`src/design/bpc_pkg.sv`:
```
// shared types and constants of the button press classifier
package bpc_pkg;

   // configuration field widths
   localparam int DEBOUNCE_W  = 16;
   localparam int THRESH_W    = 32;
   localparam int CSR_INDEX_W = 8;
   localparam int CSR_DATA_W  = 32;
   localparam int RSP_DATA_W  = 8;

   // configuration register indexes
   localparam logic [CSR_INDEX_W-1:0] CSR_DEBOUNCE      = 8'd0;
   localparam logic [CSR_INDEX_W-1:0] CSR_SHORT_MAX     = 8'd1;
   localparam logic [CSR_INDEX_W-1:0] CSR_LONG_MIN      = 8'd2;
   localparam logic [CSR_INDEX_W-1:0] CSR_VERY_LONG_MIN = 8'd3;

   // configuration reset values
   localparam logic [DEBOUNCE_W-1:0] RST_DEBOUNCE      = 16'd30;
   localparam logic [THRESH_W-1:0]   RST_SHORT_MAX     = 32'd1000;
   localparam logic [THRESH_W-1:0]   RST_LONG_MIN      = 32'd2000;
   localparam logic [THRESH_W-1:0]   RST_VERY_LONG_MIN = 32'd5000;

   // classification of a release
   typedef enum logic [1:0] {
      KIND_NONE      = 2'd0,
      KIND_SHORT     = 2'd1,
      KIND_LONG      = 2'd2,
      KIND_VERY_LONG = 2'd3
   } press_kind_type;

   // current configuration
   typedef struct packed {
      logic [DEBOUNCE_W-1:0] debounce_ms;
      logic [THRESH_W-1:0]   short_max_ms;
      logic [THRESH_W-1:0]   long_min_ms;
      logic [THRESH_W-1:0]   very_long_min_ms;
   } cfg_type;

endpackage

```
`src/design/button_press_classifier.sv`:
```
// top level of the button press classifier
//
// Requests carry one raw button sample: the level and a millisecond timestamp.
// Every request gives exactly one response holding the press kind: none,
// short, long or very long, the latter three only on a debounced release.
// Configuration writes on the csr channel set the debounce time and the
// three thresholds; csr_ready is always high, writes to unknown indexes are
// dropped, and writes belong only to times when no request is in flight.
// A request passes through one input register, then the debounce and classify
// logic feeding the response register. Throughput is one request per cycle
// while the receiver takes responses, bound by the single state update of
// the debounce logic.
// When the receiver stalls, the response register holds its value and the
// input register fills; req_tready drops only once both are occupied.
// Synchronous reset restores the default configuration, clears the debounce
// state so the next sample only initializes it, and empties both registers.
module button_press_classifier #(
   parameter int TIME_BITS = 32
) (
   input  logic                                 clock,
   input  logic                                 reset,
   // request: [0] level, [TIME_BITS:1] time_ms, rest zero
   input  logic                                 req_tvalid,
   output logic                                 req_tready,
   input  logic [((TIME_BITS+1+7)/8)*8-1:0]     req_tdata,
   // response: [1:0] press_kind, rest zero
   output logic                                 rsp_tvalid,
   input  logic                                 rsp_tready,
   output logic [bpc_pkg::RSP_DATA_W-1:0]       rsp_tdata,
   input  logic                                 csr_valid,
   output logic                                 csr_ready,
   input  logic [bpc_pkg::CSR_INDEX_W-1:0]      csr_index,
   input  logic [bpc_pkg::CSR_DATA_W-1:0]       csr_data
);
   import bpc_pkg::*;

   cfg_type              cfg;
   logic                 in_valid_ff, in_valid_in;
   logic                 in_level_ff;
   logic [TIME_BITS-1:0] in_time_ff;
   logic                 out_valid_ff, out_valid_in;
   press_kind_type       out_kind_ff;
   press_kind_type       step_kind;
   logic                 advance;
   logic                 step;
   logic                 req_accept;

   bpc_csr u_csr (
      .clock     (clock),
      .reset     (reset),
      .csr_valid (csr_valid),
      .csr_ready (csr_ready),
      .csr_index (csr_index),
      .csr_data  (csr_data),
      .cfg       (cfg)
   );

   // pipeline control
   assign advance    = !out_valid_ff || rsp_tready;
   assign step       = in_valid_ff && advance;
   assign req_tready = !in_valid_ff || advance;
   assign req_accept = req_tvalid && req_tready;

   assign in_valid_in  = req_accept || (in_valid_ff && !advance);
   assign out_valid_in = advance ? in_valid_ff : out_valid_ff;

   // input register
   always_ff @(posedge clock) begin
      if (reset) begin
         in_valid_ff <= 1'b0;
      end else begin
         in_valid_ff <= in_valid_in;
      end
   end

   always_ff @(posedge clock) begin
      if (req_accept) begin
         in_level_ff <= req_tdata[0];
         in_time_ff  <= req_tdata[TIME_BITS:1];
      end
   end

   bpc_core #(
      .TIME_BITS (TIME_BITS)
   ) u_core (
      .clock (clock),
      .reset (reset),
      .step  (step),
      .level (in_level_ff),
      .now   (in_time_ff),
      .cfg   (cfg),
      .kind  (step_kind)
   );

   // response register
   always_ff @(posedge clock) begin
      if (reset) begin
         out_valid_ff <= 1'b0;
      end else begin
         out_valid_ff <= out_valid_in;
      end
   end

   always_ff @(posedge clock) begin
      if (step) begin
         out_kind_ff <= step_kind;
      end
   end

   assign rsp_tvalid = out_valid_ff;
   assign rsp_tdata  = RSP_DATA_W'(out_kind_ff);

endmodule

```
`src/design/bpc_csr.sv`:
```
// configuration registers of the button press classifier
module bpc_csr (
   input  logic                             clock,
   input  logic                             reset,
   input  logic                             csr_valid,
   output logic                             csr_ready,
   input  logic [bpc_pkg::CSR_INDEX_W-1:0]  csr_index,
   input  logic [bpc_pkg::CSR_DATA_W-1:0]   csr_data,
   output bpc_pkg::cfg_type                 cfg
);
   import bpc_pkg::*;

   cfg_type cfg_ff;
   cfg_type cfg_in;

   // writes are always taken
   assign csr_ready = 1'b1;

   // register decode, unknown indexes are dropped
   always_comb begin
      cfg_in = cfg_ff;
      if (csr_valid) begin
         unique case (csr_index)
            CSR_DEBOUNCE:      cfg_in.debounce_ms      = csr_data[DEBOUNCE_W-1:0];
            CSR_SHORT_MAX:     cfg_in.short_max_ms     = csr_data[THRESH_W-1:0];
            CSR_LONG_MIN:      cfg_in.long_min_ms      = csr_data[THRESH_W-1:0];
            CSR_VERY_LONG_MIN: cfg_in.very_long_min_ms = csr_data[THRESH_W-1:0];
            default:           cfg_in = cfg_ff;
         endcase
      end
   end

   always_ff @(posedge clock) begin
      if (reset) begin
         cfg_ff.debounce_ms      <= RST_DEBOUNCE;
         cfg_ff.short_max_ms     <= RST_SHORT_MAX;
         cfg_ff.long_min_ms      <= RST_LONG_MIN;
         cfg_ff.very_long_min_ms <= RST_VERY_LONG_MIN;
      end else begin
         cfg_ff <= cfg_in;
      end
   end

   assign cfg = cfg_ff;

endmodule

```
`src/design/bpc_classify.sv`:
```
// held time classification against the press thresholds
module bpc_classify #(
   parameter int TIME_BITS = 32
) (
   input  logic [TIME_BITS-1:0]   held,
   input  bpc_pkg::cfg_type       cfg,
   output bpc_pkg::press_kind_type kind
);
   import bpc_pkg::*;

   localparam int CMP_W = (TIME_BITS > THRESH_W) ? TIME_BITS : THRESH_W;

   logic [CMP_W-1:0] held_x;
   logic [CMP_W-1:0] short_x;
   logic [CMP_W-1:0] long_x;
   logic [CMP_W-1:0] very_x;

   // zero extend everything to a common compare width
   assign held_x  = CMP_W'(held);
   assign short_x = CMP_W'(cfg.short_max_ms);
   assign long_x  = CMP_W'(cfg.long_min_ms);
   assign very_x  = CMP_W'(cfg.very_long_min_ms);

   // short wins, then very long, then long, gap gives none
   always_comb begin
      if (held_x < short_x) begin
         kind = KIND_SHORT;
      end else if (held_x >= very_x) begin
         kind = KIND_VERY_LONG;
      end else if (held_x >= long_x) begin
         kind = KIND_LONG;
      end else begin
         kind = KIND_NONE;
      end
   end

endmodule

```
`src/design/bpc_core.sv`:
```
// debounce state and release detection of the button press classifier
module bpc_core #(
   parameter int TIME_BITS = 32
) (
   input  logic                    clock,
   input  logic                    reset,
   input  logic                    step,
   input  logic                    level,
   input  logic [TIME_BITS-1:0]    now,
   input  bpc_pkg::cfg_type        cfg,
   output bpc_pkg::press_kind_type kind
);
   import bpc_pkg::*;

   logic                 started_ff, started_in;
   logic                 last_level_ff, last_level_in;
   logic                 steady_level_ff, steady_level_in;
   logic [TIME_BITS-1:0] change_time_ff, change_time_in;
   logic [TIME_BITS-1:0] press_start_ff, press_start_in;
   logic                 skip_release_ff, skip_release_in;

   logic [TIME_BITS-1:0] change_time_new;
   logic [TIME_BITS-1:0] since_change;
   logic [TIME_BITS-1:0] held;
   logic                 settled;
   press_kind_type       class_kind;

   // time of the latest raw change including this sample
   assign change_time_new = (level != last_level_ff) ? now : change_time_ff;
   assign since_change    = now - change_time_new;
   assign settled         = since_change >= TIME_BITS'(cfg.debounce_ms);
   assign held            = change_time_new - press_start_ff;

   bpc_classify #(
      .TIME_BITS (TIME_BITS)
   ) u_classify (
      .held (held),
      .cfg  (cfg),
      .kind (class_kind)
   );

   // next state and result for one sample
   always_comb begin
      started_in      = started_ff;
      last_level_in   = last_level_ff;
      steady_level_in = steady_level_ff;
      change_time_in  = change_time_ff;
      press_start_in  = press_start_ff;
      skip_release_in = skip_release_ff;
      kind            = KIND_NONE;
      if (step) begin
         if (!started_ff) begin
            // first sample only captures the state
            started_in      = 1'b1;
            last_level_in   = level;
            steady_level_in = level;
            change_time_in  = now;
            press_start_in  = now;
            skip_release_in = level;
         end else begin
            last_level_in  = level;
            change_time_in = change_time_new;
            if (level != steady_level_ff && settled) begin
               steady_level_in = level;
               if (level) begin
                  press_start_in = change_time_new;
               end else if (skip_release_ff) begin
                  // release of a press already held at the first sample
                  skip_release_in = 1'b0;
               end else begin
                  kind = class_kind;
               end
            end
         end
      end
   end

   always_ff @(posedge clock) begin
      if (reset) begin
         started_ff      <= 1'b0;
         last_level_ff   <= 1'b0;
         steady_level_ff <= 1'b0;
         change_time_ff  <= '0;
         press_start_ff  <= '0;
         skip_release_ff <= 1'b0;
      end else begin
         started_ff      <= started_in;
         last_level_ff   <= last_level_in;
         steady_level_ff <= steady_level_in;
         change_time_ff  <= change_time_in;
         press_start_ff  <= press_start_in;
         skip_release_ff <= skip_release_in;
      end
   end

endmodule

```
`config.mk`:
```
export PLATFORM = sky130hd
export DESIGN_NAME = button_press_classifier
export DESIGN_NICKNAME = d
export VERILOG_FILES = /design/src/design/bpc_pkg.sv /design/src/design/button_press_classifier.sv /design/src/design/bpc_csr.sv /design/src/design/bpc_classify.sv /design/src/design/bpc_core.sv
export SDC_FILE = /design/constraint.sdc
export NUM_CORES = 1
export LEC_CHECK = 0
export BUFFER_PORTS_ARGS = -buffer_cell sky130_fd_sc_hd__buf_2
export CORE_UTILIZATION = 52
export CTS_CLUSTER_SIZE = 12
export DETAILED_ROUTE_END_ITERATION = 7
export HOLD_SLACK_MARGIN = 0.02
export PLACE_DENSITY = 0.67
export SLEW_MARGIN = 20
export SYNTH_ARGS = -nofsm -noshare
export SYNTH_HDL_FRONTEND = slang
export SYNTH_SLANG_ARGS = --single-unit
```
`constraint.sdc`:
```
create_clock -name clock -period 8.6 [get_ports clock]
set_input_delay 0.43 -clock clock [delete_from_list [all_inputs] [get_ports clock]]
set_output_delay 0.43 -clock clock [all_outputs]
set_load 0.005 [all_outputs]
```
==> run_results.csv <==
group,metric,value,unit
status,status,"completed",
die,core_area,0.0286,mm²
yosys,synthArstFlopShare,0,
clock_tree,clock_sinks,217,
yosys,ys_seq_area_frac,0.311,
yosys,yosys.area_share.simple,0.197,
die,top_level_ports,96,
die,std_cell_rows,62,
place,numPortBuffers,81,
sta,max_slew_margin,0.329,
critical_path,crit_type,"flop to flop",
yosys,synth_edf_count,35,
run,drv_cap,0,
clock_tree,cts_hold_buffers,0,
global_routing,overflow,0,
clock_tree,clock_latency,0.53,ns
routing,viasPerCell,5.56,
final_layout,fin_nets,2213,
clock_tree,cts_resized,0,
routing,drt_iter0_markers,951,
clock_tree,root_buffer,"clkbuf_16",
clock_tree,cts_buffer_depth,3,
yosys,synth_mux_area_frac,0.0488,
yosys,syn_area,0.0151,mm²
yosys,yosysUniqueCellTypes,74,
routing,drt_first_pass_iters,6,
critical_path,required,9.06,ns
yosys,ys_ff_latch,217,
clock_tree,clk_transition_reported_paths,0.06,ns
pwr,total_power,3.42,mW
final_layout,n_antenna_cell,0,
sta,finalCriticalPeriod,7.18,ns
critical_path,crit_fanout,22,
routing,wirelength,38100,µm
global_routing,grt_use_total,0.258,
clock_tree,cts_made_buffers,26,
place,preCtsSetupSlack,1.55,ns
worst_hold_path,min_path_type,"input pin to flop",
routing,remaining_drc_errors,0,
clock_tree,post_cts_buffers,0,
final_layout,layout_common_cells,"nand2_1, a21oi_1, inv_1",
pwr,leakagePower,6.85,nW
final_layout,fillers,2667,
global_routing,grt_start_max_net_pins,94,
global_routing,grt_pass1_wl,61200,µm
global_routing,grt_pass1_vias,11800,
critical_path,cp_top_family,"compound AO/OA/AOI/OAI gates",
pwr,peakVddDrop,0.157,mV
critical_path,startpoint_type,"flop",
critical_path,slowest_delay,0.80,ns
critical_path,crit_top_cell,"a21oi_1",
die,die_y,172,µm
place,routabilityCongestion,0.923,
place,dpl.hpwl,28100,µm
sta,slew_viol_final,0,
yosys,yosys.area_share.xor_xnor,0.0324,
yosys,synthFlopType,"dfxtp_1",
sta,worst_pin_slew,1.01,ns
final_layout,syn_to_final_growth,10.0,%
final_layout,drive_above_1_share,0.0821,
sta,tns,0,ns
routing,ant_nets,0,
yosys,synth_top_family_by_area,"simple AND/OR/NAND/NOR gates",
global_routing,antenna_found_initial,0,
critical_path,cpMaxStageDelayCell,"xnor2_2",
sta,final-setup-viol-count,0,
routing,vias,13200,
final_layout,utilization,0.580,
yosys,syn_inst,1938,
critical_path,endpoint_kind,"flop",
yosys,synth_area_per_cell,7.79,µm²
sta,fin_ws,1.42,ns
pwr,power_density,206,mW/mm²
die,die_width,172,µm
sta,rsz0062_at_grt,"false",
sta,timing.final.hold_violations,0,
critical_path,r2r_slack,1.42,ns
sta,post-route-period-util,0.835,
sta,finalClockSkew,0.0107,ns
yosys,yosysWarnings,0,
die,initial_utilization,0.527,
critical_path,arrival,7.64,ns
final_layout,final_common_cell,"nand2_1",
clock_tree,htree_levels,1,
yosys,synth_compound_area_frac,0.192,
clock_tree,cts_tree,"yes",
sta,maxClockFrequency,139,MHz
critical_path,path_buf_inv,3,
die,die_area,0.0297,mm²
routing,routedWlPerCell,16.1,µm
yosys,synth_fa_ha_area_frac,0.140,
[worst paths after layout]
check,start,endpoint,cells past startpoint
hold / removal,req_tdata[17],in_time_ff[16],1
setup reg to reg,in_level_ff,u_core.press_start_ff[21],26
setup / recovery,in_level_ff,u_core.press_start_ff[21],26
hold reg to reg,u_csr.cfg[2],u_csr.cfg[2],2
[state kept, by name (all words and copies together), names as in the netlist]
signal	cells
u_csr.cfg	112
in_time_ff	32
u_core.change_time_ff	32
u_core.press_start_ff	32
out_kind_ff	2
in_level_ff	1
in_valid_ff	1
rsp_tvalid	1
u_core.last_level_ff	1
u_core.skip_release_ff	1
u_core.started_ff	1
u_core.steady_level_ff	1
[cell usage after synthesis, drive strengths merged (6+ instances only)]
master   instances  area share
nand2          373       0.093
a21oi          208       0.069
inv            195       0.048
dfxtp          182        0.24
ha             159        0.13
nor2            84       0.021
clkbuf          69       0.017
mux2i           68       0.045
o21ai           57       0.019
o211ai          46       0.023
a21o            42       0.021
edfxtp          35       0.070
nand2b          32       0.013
xnor2           32       0.019
nor2b           30       0.012
nand3           29      0.0096
buf             28       0.012
nor3            26      0.0086
xor2            23       0.014
nand4           21      0.0087
o21bai          16      0.0080
a211oi          12      0.0060
and3            12      0.0050
nor4            12      0.0050
maj3            11      0.0073
or3             11      0.0046
a31oi            9      0.0037
or2              9      0.0037
o21a             8      0.0040
o2111ai          7      0.0041
o31a             6      0.0035
o31ai            6      0.0033
[kinds of logic (layout without fill, tap and decap cells)]
group                      Yosys count  count (layout)
adders and majority gates          171             171
and+or+nand+nor                    663             663
other                                2               7
DFF                                217             217
muxes                               73              73
xor gates and xnor gates            55              55
buffers and inverters              292             334
AOI/OAI and AO/OA                  465             465
[power by group]
group,leakage [nW],internal [mW],switching (mW)
Combinational,4.59,0.480,0.668
Clock,0.445,0.731,0.439
Sequential,1.82,1.06,0.0351
[final cells by class]
class                   instances  area, µm²  share of cell area
well taps                     384        480              0.0289
flip-flops and latches        217       4700               0.283
repair buffers                 94        505              0.0304
inverters                     195        732              0.0441
clock inverters                10        151             0.00911
multi-input cells            1434       9290               0.559
clock buffers                  35        757              0.0456
[metal layers]
| metal | GRT usage | wire length (µm) |
|---|---|---|
| met5 | 0 | 0 |
| met4 | 0.0554 | 749 |
| met3 | 0.0304 | 2110 |
| met2 | 0.402 | 16300 |
| met1 | 0.379 | 19000 |
[stage by stage]
stage / area (µm²) / instances / hold WS, ns
3_3_place_gp: 15700 / 2324 / 0.438
5_1_grt: 16600 / 2369 / 0.0434
2_1_floorplan: 15100 / 1943 / 0.429
6_report: 16600 / 2369 / 0.0707
4_1_cts: 16600 / 2369 / 0.0412
3_5_place_dp: 15700 / 2324 / 0.443
[worst reg2reg max path, stage by stage (launching register included)]
cell	delay (ns)
edfxtp_1	0.59
xnor2_2	0.80
a21oi_1	0.26
inv_1	0.10
ha_1	0.20
inv_1	0.06
ha_1	0.24
nor3_1	0.19
a21oi_1	0.07
o221ai_1	0.34
a21oi_1	0.11
a21oi_1	0.21
nand2_1	0.08
nand2_1	0.10
xnor2_1	0.14
ha_1	0.28
a21oi_1	0.17
nand2_1	0.08
a211oi_1	0.33
o311ai_0	0.22
nor4bb_1	0.48
nand4bb_1	0.18
a2111oi_2	0.41
o2111a_2	0.31
a221o_2	0.60
buf_4	0.35
mux2i_1	0.20
Power figures use the tool's default switching activity.
